**src/rtl/snc_pkg.sv**
```systemverilog
package snc_pkg;

	// Default limit on the number of bytes in one name.
	localparam int DEF_MAX_NAME_BYTES = 64;

	localparam int MAIN_CHARS = 8;
	localparam int EXT_CHARS  = 3;

	localparam logic [7:0] CHAR_SPACE   = 8'h20;
	localparam logic [7:0] CHAR_DOT     = 8'h2E;
	localparam logic [7:0] CHAR_DELETED = 8'hE5;
	localparam logic [7:0] CHAR_KANJI   = 8'h05;

	localparam logic [MAIN_CHARS*8-1:0] SPACES_MAIN = {MAIN_CHARS{CHAR_SPACE}};
	localparam logic [EXT_CHARS*8-1:0]  SPACES_EXT  = {EXT_CHARS{CHAR_SPACE}};

	// Where the parser stands within the name.
	typedef enum logic [3:0] {
		PH_MAIN      = 4'b0001,
		PH_DOTS_MAIN = 4'b0010,
		PH_EXT       = 4'b0100,
		PH_DOTS_EXT  = 4'b1000
	} phase_t;

	// Bytes that may never appear in a short name.
	function automatic logic is_forbidden(input logic [7:0] b);
		logic hit;
		begin
			case (b) inside
				8'h00, 8'h22, 8'h2A, 8'h2B, 8'h2C, 8'h2F, 8'h3A, 8'h3B,
				8'h3C, 8'h3D, 8'h3E, 8'h3F, 8'h5B, 8'h5C, 8'h5D, 8'h7C: hit = 1'b1;
				default: hit = 1'b0;
			endcase
			return hit;
		end
	endfunction

	// Upper-cases a to z only; every other byte passes unchanged.
	function automatic logic [7:0] upper_of(input logic [7:0] b);
		logic [7:0] c;
		begin
			if (b >= 8'h61 && b <= 8'h7A) begin
				c = b - 8'h20;
			end else begin
				c = b;
			end
			return c;
		end
	endfunction

endpackage

```
**src/rtl/short_name_converter_top.sv**
```systemverilog
// m_tvalid rises once the last byte has moved from the input register into the result register.
// Throughput: one name byte per cycle; a last byte waits in the input register only while the
// result register is full and m_tready is low.
// Reset: arst_n clears the control state asynchronously; the parser returns to the start of a name
// with space-filled buffers and no error, and both the input and result registers are empty.
module short_name_converter_top #(
	parameter int MAX_NAME_BYTES = snc_pkg::DEF_MAX_NAME_BYTES
) (
	input  logic        clk,
	input  logic        arst_n,
	// Input stream, one name byte per transaction.
	input  logic        s_tvalid,
	output logic        s_tready,
	input  logic [7:0]  s_tdata,   // [7:0] name_byte
	input  logic        s_tlast,   // last_byte
	// Result stream, one transaction per name.
	output logic        m_tvalid,
	input  logic        m_tready,
	output logic [87:0] m_tdata,   // [63:0] main_part, [87:64] extension_part
	output logic        m_tuser    // [0] invalid
);
	import snc_pkg::*;

	// Byte counter wide enough to hold the limit itself.
	localparam int CNT_W = $clog2(MAX_NAME_BYTES + 1);

	// Input register.
	logic       valid_s1;
	logic [7:0] byte_s1;
	logic       last_s1;

	// Parser state.
	phase_t                     phase_q;
	logic [CNT_W-1:0]           count_q;
	logic [3:0]                 main_len_q;
	logic [2:0]                 ext_len_q;
	logic [MAIN_CHARS*8-1:0]    main_buf_q;
	logic [EXT_CHARS*8-1:0]     ext_buf_q;
	logic                       error_q;

	// Result register.
	logic                       out_valid_q;
	logic [MAIN_CHARS*8-1:0]    out_main_q;
	logic [EXT_CHARS*8-1:0]     out_ext_q;
	logic                       out_invalid_q;

	// Next parser state for the byte in the input register.
	phase_t                     phase_n;
	logic [CNT_W-1:0]           count_n;
	logic [3:0]                 main_len_n;
	logic [2:0]                 ext_len_n;
	logic [MAIN_CHARS*8-1:0]    main_buf_n;
	logic [EXT_CHARS*8-1:0]     ext_buf_n;
	logic                       error_n;

	logic s1_fire;
	logic s_fire;

	// A byte that does not end a name never needs the result register, so it always moves on.
	// The last byte moves on once the result register is free or is being emptied.
	assign s1_fire  = valid_s1 && (!last_s1 || !out_valid_q || m_tready);
	assign s_tready = !valid_s1 || s1_fire;
	assign s_fire   = s_tvalid && s_tready;

	always_ff @(posedge clk or negedge arst_n) begin
		if (!arst_n) begin
			valid_s1 <= 1'b0;
		end else if (s_tready) begin
			valid_s1 <= s_tvalid;
		end
	end

	always_ff @(posedge clk) begin
		if (s_fire) begin
			byte_s1 <= s_tdata;
			last_s1 <= s_tlast;
		end
	end

	// One byte of parsing: length and character checks, separator tracking, buffer write.
	always_comb begin
		logic [7:0] c;
		phase_t     ph;
		phase_n    = phase_q;
		count_n    = count_q;
		main_len_n = main_len_q;
		ext_len_n  = ext_len_q;
		main_buf_n = main_buf_q;
		ext_buf_n  = ext_buf_q;
		error_n    = error_q;
		c          = upper_of(byte_s1);
		ph         = phase_q;

		if (count_q >= CNT_W'(MAX_NAME_BYTES)) begin
			error_n = 1'b1;
		end else begin
			if (count_q == '0) begin
				// The first byte may not mark a deleted entry, start with a dot, or be a
				// control code or space, except for the escaped lead byte.
				if (byte_s1 != CHAR_KANJI && (byte_s1 == CHAR_DELETED ||
						byte_s1 == CHAR_DOT || byte_s1 <= CHAR_SPACE)) begin
					error_n = 1'b1;
				end
			end else if (byte_s1 < CHAR_SPACE) begin
				error_n = 1'b1;
			end
			count_n = count_q + CNT_W'(1);
		end

		if (is_forbidden(byte_s1)) begin
			error_n = 1'b1;
		end

		if (byte_s1 == CHAR_DOT) begin
			// A run of dots counts as a single separator.
			case (phase_q)
				PH_MAIN: phase_n = PH_DOTS_MAIN;
				PH_EXT:  phase_n = PH_DOTS_EXT;
				default: phase_n = phase_q;
			endcase
		end else begin
			if (phase_q == PH_DOTS_MAIN) begin
				ph = PH_EXT;
			end
			phase_n = ph;
			case (ph)
				PH_DOTS_EXT: begin
					// Text after the extension's dots is a third part.
					error_n = 1'b1;
				end
				PH_MAIN: begin
					if (main_len_q < 4'd8) begin
						for (int i = 0; i < MAIN_CHARS; i++) begin
							if (main_len_q == 4'(i)) begin
								main_buf_n[(MAIN_CHARS-1-i)*8 +: 8] = c;
							end
						end
						main_len_n = main_len_q + 4'd1;
					end else begin
						main_len_n = 4'd9;
						error_n    = 1'b1;
					end
				end
				default: begin
					if (ext_len_q < 3'd3) begin
						for (int i = 0; i < EXT_CHARS; i++) begin
							if (ext_len_q == 3'(i)) begin
								ext_buf_n[(EXT_CHARS-1-i)*8 +: 8] = c;
							end
						end
						ext_len_n = ext_len_q + 3'd1;
					end else begin
						ext_len_n = 3'd4;
						error_n   = 1'b1;
					end
				end
			endcase
		end
	end

	// The parser starts over after every last byte.
	always_ff @(posedge clk or negedge arst_n) begin
		if (!arst_n) begin
			phase_q    <= PH_MAIN;
			count_q    <= '0;
			main_len_q <= '0;
			ext_len_q  <= '0;
			main_buf_q <= SPACES_MAIN;
			ext_buf_q  <= SPACES_EXT;
			error_q    <= 1'b0;
		end else if (s1_fire) begin
			if (last_s1) begin
				phase_q    <= PH_MAIN;
				count_q    <= '0;
				main_len_q <= '0;
				ext_len_q  <= '0;
				main_buf_q <= SPACES_MAIN;
				ext_buf_q  <= SPACES_EXT;
				error_q    <= 1'b0;
			end else begin
				phase_q    <= phase_n;
				count_q    <= count_n;
				main_len_q <= main_len_n;
				ext_len_q  <= ext_len_n;
				main_buf_q <= main_buf_n;
				ext_buf_q  <= ext_buf_n;
				error_q    <= error_n;
			end
		end
	end

	// Result register; a rejected name reports zero characters.
	always_ff @(posedge clk or negedge arst_n) begin
		if (!arst_n) begin
			out_valid_q <= 1'b0;
		end else if (s1_fire && last_s1) begin
			out_valid_q <= 1'b1;
		end else if (m_tready) begin
			out_valid_q <= 1'b0;
		end
	end

	always_ff @(posedge clk) begin
		if (s1_fire && last_s1) begin
			out_main_q    <= error_n ? '0 : main_buf_n;
			out_ext_q     <= error_n ? '0 : ext_buf_n;
			out_invalid_q <= error_n;
		end
	end

	assign m_tvalid = out_valid_q;
	assign m_tdata  = {out_ext_q, out_main_q};
	assign m_tuser  = out_invalid_q;

endmodule
```
**config.mk**
```make
export PLATFORM = sky130hd
export DESIGN_NAME = short_name_converter_top
export DESIGN_NICKNAME = d
export VERILOG_FILES = /design/src/rtl/snc_pkg.sv /design/src/rtl/short_name_converter_top.sv
export SDC_FILE = /design/constraint.sdc
export NUM_CORES = 1
export LEC_CHECK = 0
export BUFFER_PORTS_ARGS = -buffer_cell sky130_fd_sc_hd__buf_2
export CAP_MARGIN = 20
export CORE_MARGIN = 3
export CORE_UTILIZATION = 59
export CTS_CLUSTER_SIZE = 10
export DETAILED_ROUTE_END_ITERATION = 6
export PLACE_DENSITY_LB_ADDON = 0.3
export SLEW_MARGIN = 30
export SYNTH_ARGS = -nofsm -noshare
export SYNTH_HDL_FRONTEND = slang
export SYNTH_SLANG_ARGS = --single-unit
```
**constraint.sdc**
```tcl
create_clock -name clk -period 4.5 [get_ports clk]
set_input_delay 0.9 -clock clk [delete_from_list [all_inputs] [get_ports clk]]
set_output_delay 0.9 -clock clk [all_outputs]
set_load 0.1 [all_outputs]
```
### After elaboration in Yosys (flattened, before gate mapping)

Cells that the tools add are included.

* bits in writable memories: 0
* ROM bits: 0
* latch bits: 0
* register bits: 207
* word-level logic and storage cells: 134
* memories kept: 0

* equal/unequal tests: 36
* div/mod/pow operators: 0
* multiply operators: 0
* multiplexer cells: 48
* shifts and indexed selects: 0
* add/subtract/negate cells: 4
* reduce and logical (&&, ||, !) cells: 25
* order comparisons: 7
* bitwise operators: 0

Operator list (number)
* $mux 64: 4
* $eq 8x6->1 const B: 12
* $mux 24: 4
* $mux 8: 12
* $eq 8x7->1 const B: 4
* $mux 4: 8
* $eq 4x3->1 const B: 5
* $reduce_or 16->1: 1
* $mux 7: 2
* $eq 4x1->1 const B: 3
* $eq 4x2->1 const B: 3
* $mux 1: 12
* $mux 3: 4
* $eq 8x8->1 const B: 1
* $ge 8x7->1 const B: 1
* $le 8x6->1 const B: 1
* $le 8x7->1 const B: 1
* $logic_not 8->1: 1
* $lt 8x6->1 const B: 1
* $ne 8x3->1 const B: 1
* $pmux 4 s2: 1
* $sub 8x6->8 const B: 1
* $add 7x1->7 const B: 1
* $ge 7x7->1 const B: 1
* 21 further kinds: 35

### Depth between registers and ports, before layout

* depth in word-level cells: 12
* depth in mapped cells: 10
* depth with buffers taken out: 6

### Least setup slack after synthesis

No wires, ideal clock.

* kind: in2reg
* start: input m_tready
* end: register out_invalid_q (netlist: m_tuser), enable pin
* data arrival time: 3505 ps
* cell stages on the path: 6
* required time: 4056 ps
* setup slack: 551 ps
* buffers on the path: 2
* library setup time: 444 ps
* cell sequence: nand3b_1 -> and2_1 -> clkbuf_1 -> clkbuf_1 -> nand2_1 -> inv_1

* longest elaborated chain between the ends: 3

Ends and longest elaborated chain
* start: declaration: line short_name_converter_top.sv:18 `input logic m_tready,`
* $logic_or 1x1->1: line short_name_converter_top.sv:61 `assign s1_fire = valid_s1 && (!last_s1 || !out_valid_q || m_tready);`
* $logic_and 1x1->1: line short_name_converter_top.sv:61
* $logic_and 1x1->1: line short_name_converter_top.sv:204 `if (s1_fire && last_s1) begin`
* end signal: assignment: line short_name_converter_top.sv:207 `out_invalid_q <= error_n;`
* end: declaration: line short_name_converter_top.sv:45 `logic out_invalid_q;`

Every way passes these cells.
A chain may end at the register's enable or synchronous reset.

### Worst setup path after layout

* start: register byte_s1[2]
* end: register out_invalid_q (netlist: m_tuser), data pin

* longest elaborated chain between the ends: 11
* elaborated cells between the ends (all ways): 35

Ends and longest elaborated chain
* start: declaration: line short_name_converter_top.sv:29 `logic [7:0] byte_s1;`
* start signal: assignment: line short_name_converter_top.sv:75 `byte_s1 <= s_tdata;`
* parallel branches: the longest is 10 deep, another holds $le 8x6->1
* $mux 1 (*): line short_name_converter_top.sv:114 `if (byte_s1 == CHAR_DOT) begin`
* via error_n: line short_name_converter_top.sv:54 `logic error_n;`

Mark *: on every way through the listed nets, which the timed path passes.

==> summary.md <==
| Metric | Value |
|---|---|
| Outcome | `finished, final reports clean` |
| Placed Area | `0.0107 mm²` |
| Sequential share of the synthesized area | `0.569` |
| Slew Limit Fails | `0` |
| Finished Cell Area | `0.0114 mm²` |
| Fmax | `0.277 GHz` |
| Final period demand of the worst path | `3610 ps` |
| ANT cells | `0` |
| CP max FO | `45` |
| CTS clk-pin slew, worst paths | `60 ps` |
| Total power | `6.72 mW` |
| H-tree depth | `1` |
| Core Box Area | `0.0162 mm²` |
| Initial antenna violation count | `0` |
| Die Ht | `136 µm` |
| Post-CTS sizing | `0` |
| Place WS | `1020 ps` |
| Arrival time worst endpoint | `3850 ps` |
| R2R setup slack | `890 ps` |
| Synth Cell Area | `0.0100 mm²` |
| VDD IR max | `0.335 mV` |
| Post-synth ARST share | `0.527` |
| Area grow syn2layout | `13.6%` |
| Worst Path Buf+Inv | `1` |
| TritonCTS Sinks | `207` |
| Final WS setup | `890 ps` |
| Worst Clk Skew | `11.7 ps` |
| Final Hold Viols | `0` |
| Top-Level Pins | `104` |
| Synth warnings | `0` |
| Max_cap viols | `0` |
| GPL Wtd Cong | `0.885` |
| Post-Syn Nets | `949` |
| Post-synth top flop | `edfxtp_1` |
| Worst Setup Path Type | `reg2reg` |
| Post-synth EDFFs | `98` |
| Clock Path Buffers | `3` |
| Layout cell share with drive strength beyond 1 | `0.179` |
| Initial core utilization | `0.616` |
| Global-route wire length before repair | `37,300 µm` |
| # setup viols final | `0` |
| Nets | `1,017` |
| Vias in the first global route | `7,075` |
| Slew of the pin with the lowest slew margin | `952 ps` |
| Worst-Skew Late Latency | `500 ps` |
| Crit-path slowest cell | `or4_2` |
| Routed WL | `23,300 µm` |
| CP Cell Sequence | `nand4b_1, nor2_2, nor3_1, or4_2, buf_4, or2_1` |
| Via density | `6.22` |
| Startpoint class of the critical path | `flip-flop` |
| Port-buffer cells | `103` |
| Netlist cell types | `65` |
| Tcrit/Tclk final | `0.802` |
| Setup TNS | `0 ps` |
| DP Wirelength | `14,300 µm` |
| CP top delay family | `simple AND/OR/NAND/NOR gates` |
| Hold WC Path Type | `in2async` |
| Antenna-violating nets left | `0` |
| Post-Synthesis Cells | `924` |
| Die area | `0.0185 mm²` |
| CTS tree | `done` |
| FP Rows | `46` |
| All-Layer GR Usage | `0.252` |
| Pleak | `4.84 nW` |
| CP endpoint kind | `flip-flop` |
| P per Cell Area | `592 mW/mm²` |
| WL/cell | `19.0 µm` |
| Clock buffers created by TritonCTS | `24` |
| Critical path's largest stage delay | `980 ps` |
| Slew HR | `0.363` |
| DRC Markers | `0` |
| Grt total ovfl | `0` |
| Die X | `136 µm` |
| Yosys reg bits | `207` |
| Post-Syn Area per Cell | `10.8 µm²` |
| Starting DRC count in detailed routing | `764` |
| Pin count of the biggest net entering global routing | `80` |
| Post-CTS Setup Bufs | `0` |
| Via count | `7,624` |
| RSZ-0062 raised after global routing | `false` |
| Worst endpoint required time | `4740 ps` |
| Clock Tree Root | `clkbuf_16` |
| Router iterations before antenna repair | `5` |
| Hold-fix buffers, CTS | `0` |
## cell usage after synthesis (all sizes together) (2+ instances only)
| library cell | n | area, µm² |
|---|---|---|
| nand3 | 8 | 40.0 |
| nor4b | 5 | 62.6 |
| clkbuf | 58 | 218 |
| ha | 12 | 150 |
| dfstp | 12 | 315 |
| o22ai | 3 | 18.8 |
| nand4 | 2 | 12.5 |
| and2 | 3 | 18.8 |
| nand2 | 92 | 345 |
| o21ai | 88 | 440 |
| and4 | 5 | 43.8 |
| a41o | 2 | 20.0 |
| dfrtp | 97 | 2430 |
| and3 | 5 | 31.3 |
| nor2 | 43 | 164 |
| a2bb2oi | 5 | 43.8 |
| buf | 27 | 149 |
| nor3b | 2 | 15.0 |
| nand2b | 3 | 18.8 |
| o2111a | 5 | 56.3 |
| nand4b | 2 | 17.5 |
| o2111ai | 6 | 52.6 |
| mux2i | 71 | 711 |
| a311oi | 2 | 17.5 |
| edfxtp | 98 | 2940 |
| nor2b | 6 | 37.5 |
| o31a | 2 | 17.5 |
| nor4 | 5 | 56.3 |
| or4 | 2 | 15.0 |
| a31oi | 4 | 25.0 |
| nor3 | 90 | 450 |
| o2bb2ai | 7 | 61.3 |
| and3b | 4 | 35.0 |
| or4b | 2 | 23.8 |
| a22oi | 61 | 458 |
| a21o | 4 | 30.0 |
| nand3b | 3 | 22.5 |
| inv | 26 | 97.6 |
| a21oi | 29 | 145 |
| o211ai | 4 | 30.0 |
## through the flow
step / utilization / instances / hold WS (ps)
3_3_place_gp: 0.656 / 1181 / 451
5_1_grt: 0.700 / 1226 / 346
6_report: 0.700 / 1226 / 328
3_5_place_dp: 0.657 / 1182 / 454
4_1_cts: 0.700 / 1226 / 331
2_1_floorplan: - / 924 / 440
## worst register-to-register path: stages, from the launching register on
cell and delay (ps):
edfxtp_1 740, nand4b_1 560, nor2_2 320, nor3_1 70, or4_2 980, buf_4 400
or2_1 270
## power breakdown
part	internal [mW]	switching, mW	leakage (nW)
logic	0.629	1.61	2.12
clock network	1.03	0.702	0.331
registers	2.48	0.271	2.38
total	4.14	2.58	4.84
## logic make-up (layout without fill, tap and decap cells)
family | after synthesis | after routing | share of synthesized area
AND/OR/NAND/NOR | 285 | 285 | 0.144
AO/OA/AOI/OAI | 235 | 235 | 0.153
flip-flops | 207 | 207 | 0.569
adder cells (fa/ha/maj) | 12 | 12 | 0.0150
buffers and inverters | 112 | 198 | 0.0468
multiplexers | 71 | 71 | 0.0711
XOR/XNOR | 2 | 2 | 0.00175
## placed cells by master (no fill, tap or decap), drive strengths merged, types with 5 or more instances in the layout
cell type / Yosys / final
edfxtp: 98 / 98
mux2i: 71 / 71
and4: 5 / 5
inv: 26 / 25
nor4: 5 / 5
o2111ai: 6 / 6
o2bb2ai: 7 / 7
a21oi: 29 / 29
nor4b: 5 / 5
buf: 27 / 127
o2111a: 5 / 5
nor2: 43 / 43
a22oi: 61 / 61
a2bb2oi: 5 / 5
and3: 5 / 5
nand3: 8 / 8
dfstp: 12 / 12
nand2: 92 / 92
dfrtp: 97 / 97
o21ai: 88 / 88
clkbuf: 58 / 44
nor2b: 6 / 6
nor3: 90 / 90
ha: 12 / 12
## routing by layer
| metal | GRT usage | up-vias | part of all wire |
|---|---|---|---|
| met3 | 0.0337 | 59 | 0.077 |
| li1 | - | 3569 | - |
| met5 | 0 | - | 0 |
| met2 | 0.401 | 335 | 0.47 |
| met1 | 0.361 | 3661 | 0.42 |
| met4 | 0.0885 | 0 | 0.032 |
## path summary, 6_finish.rpt
check,startpoint,end,depth (start not counted)
worst max-delay path,byte_s1[2],m_tuser,6
worst min-delay path,arst_n,main_buf_q[43],1
worst max register to register,byte_s1[2],m_tuser,6
worst min register to register,main_buf_q[37],main_buf_q[37],2
max in group asynchronous,arst_n,main_buf_q[10],2
min in group clk,main_buf_q[37],main_buf_q[37],2
## final cells by class
| class | count | area (µm²) |
|---|---|---|
| Clock buffer | 44 | 697 |
| Timing Repair Buffer | 127 | 736 |
| Fill cell | 1185 | 4870 |
| Sequential cell | 207 | 5690 |
| Inverter | 27 | 103 |
| Multi-Input combinational cell | 605 | 3870 |
| Tap cell | 216 | 270 |
## flip-flops by register name, summed over array words and instances (netlist names), 3 cells and up
register	cells
ext_len_q	3
out_main_q	64
ext_buf_q	24
main_buf_q	64
byte_s1	8
phase_q	4
out_ext_q	24
main_len_q	4
count_q	7
No activity file was read; power rests on OpenSTA's default activity.
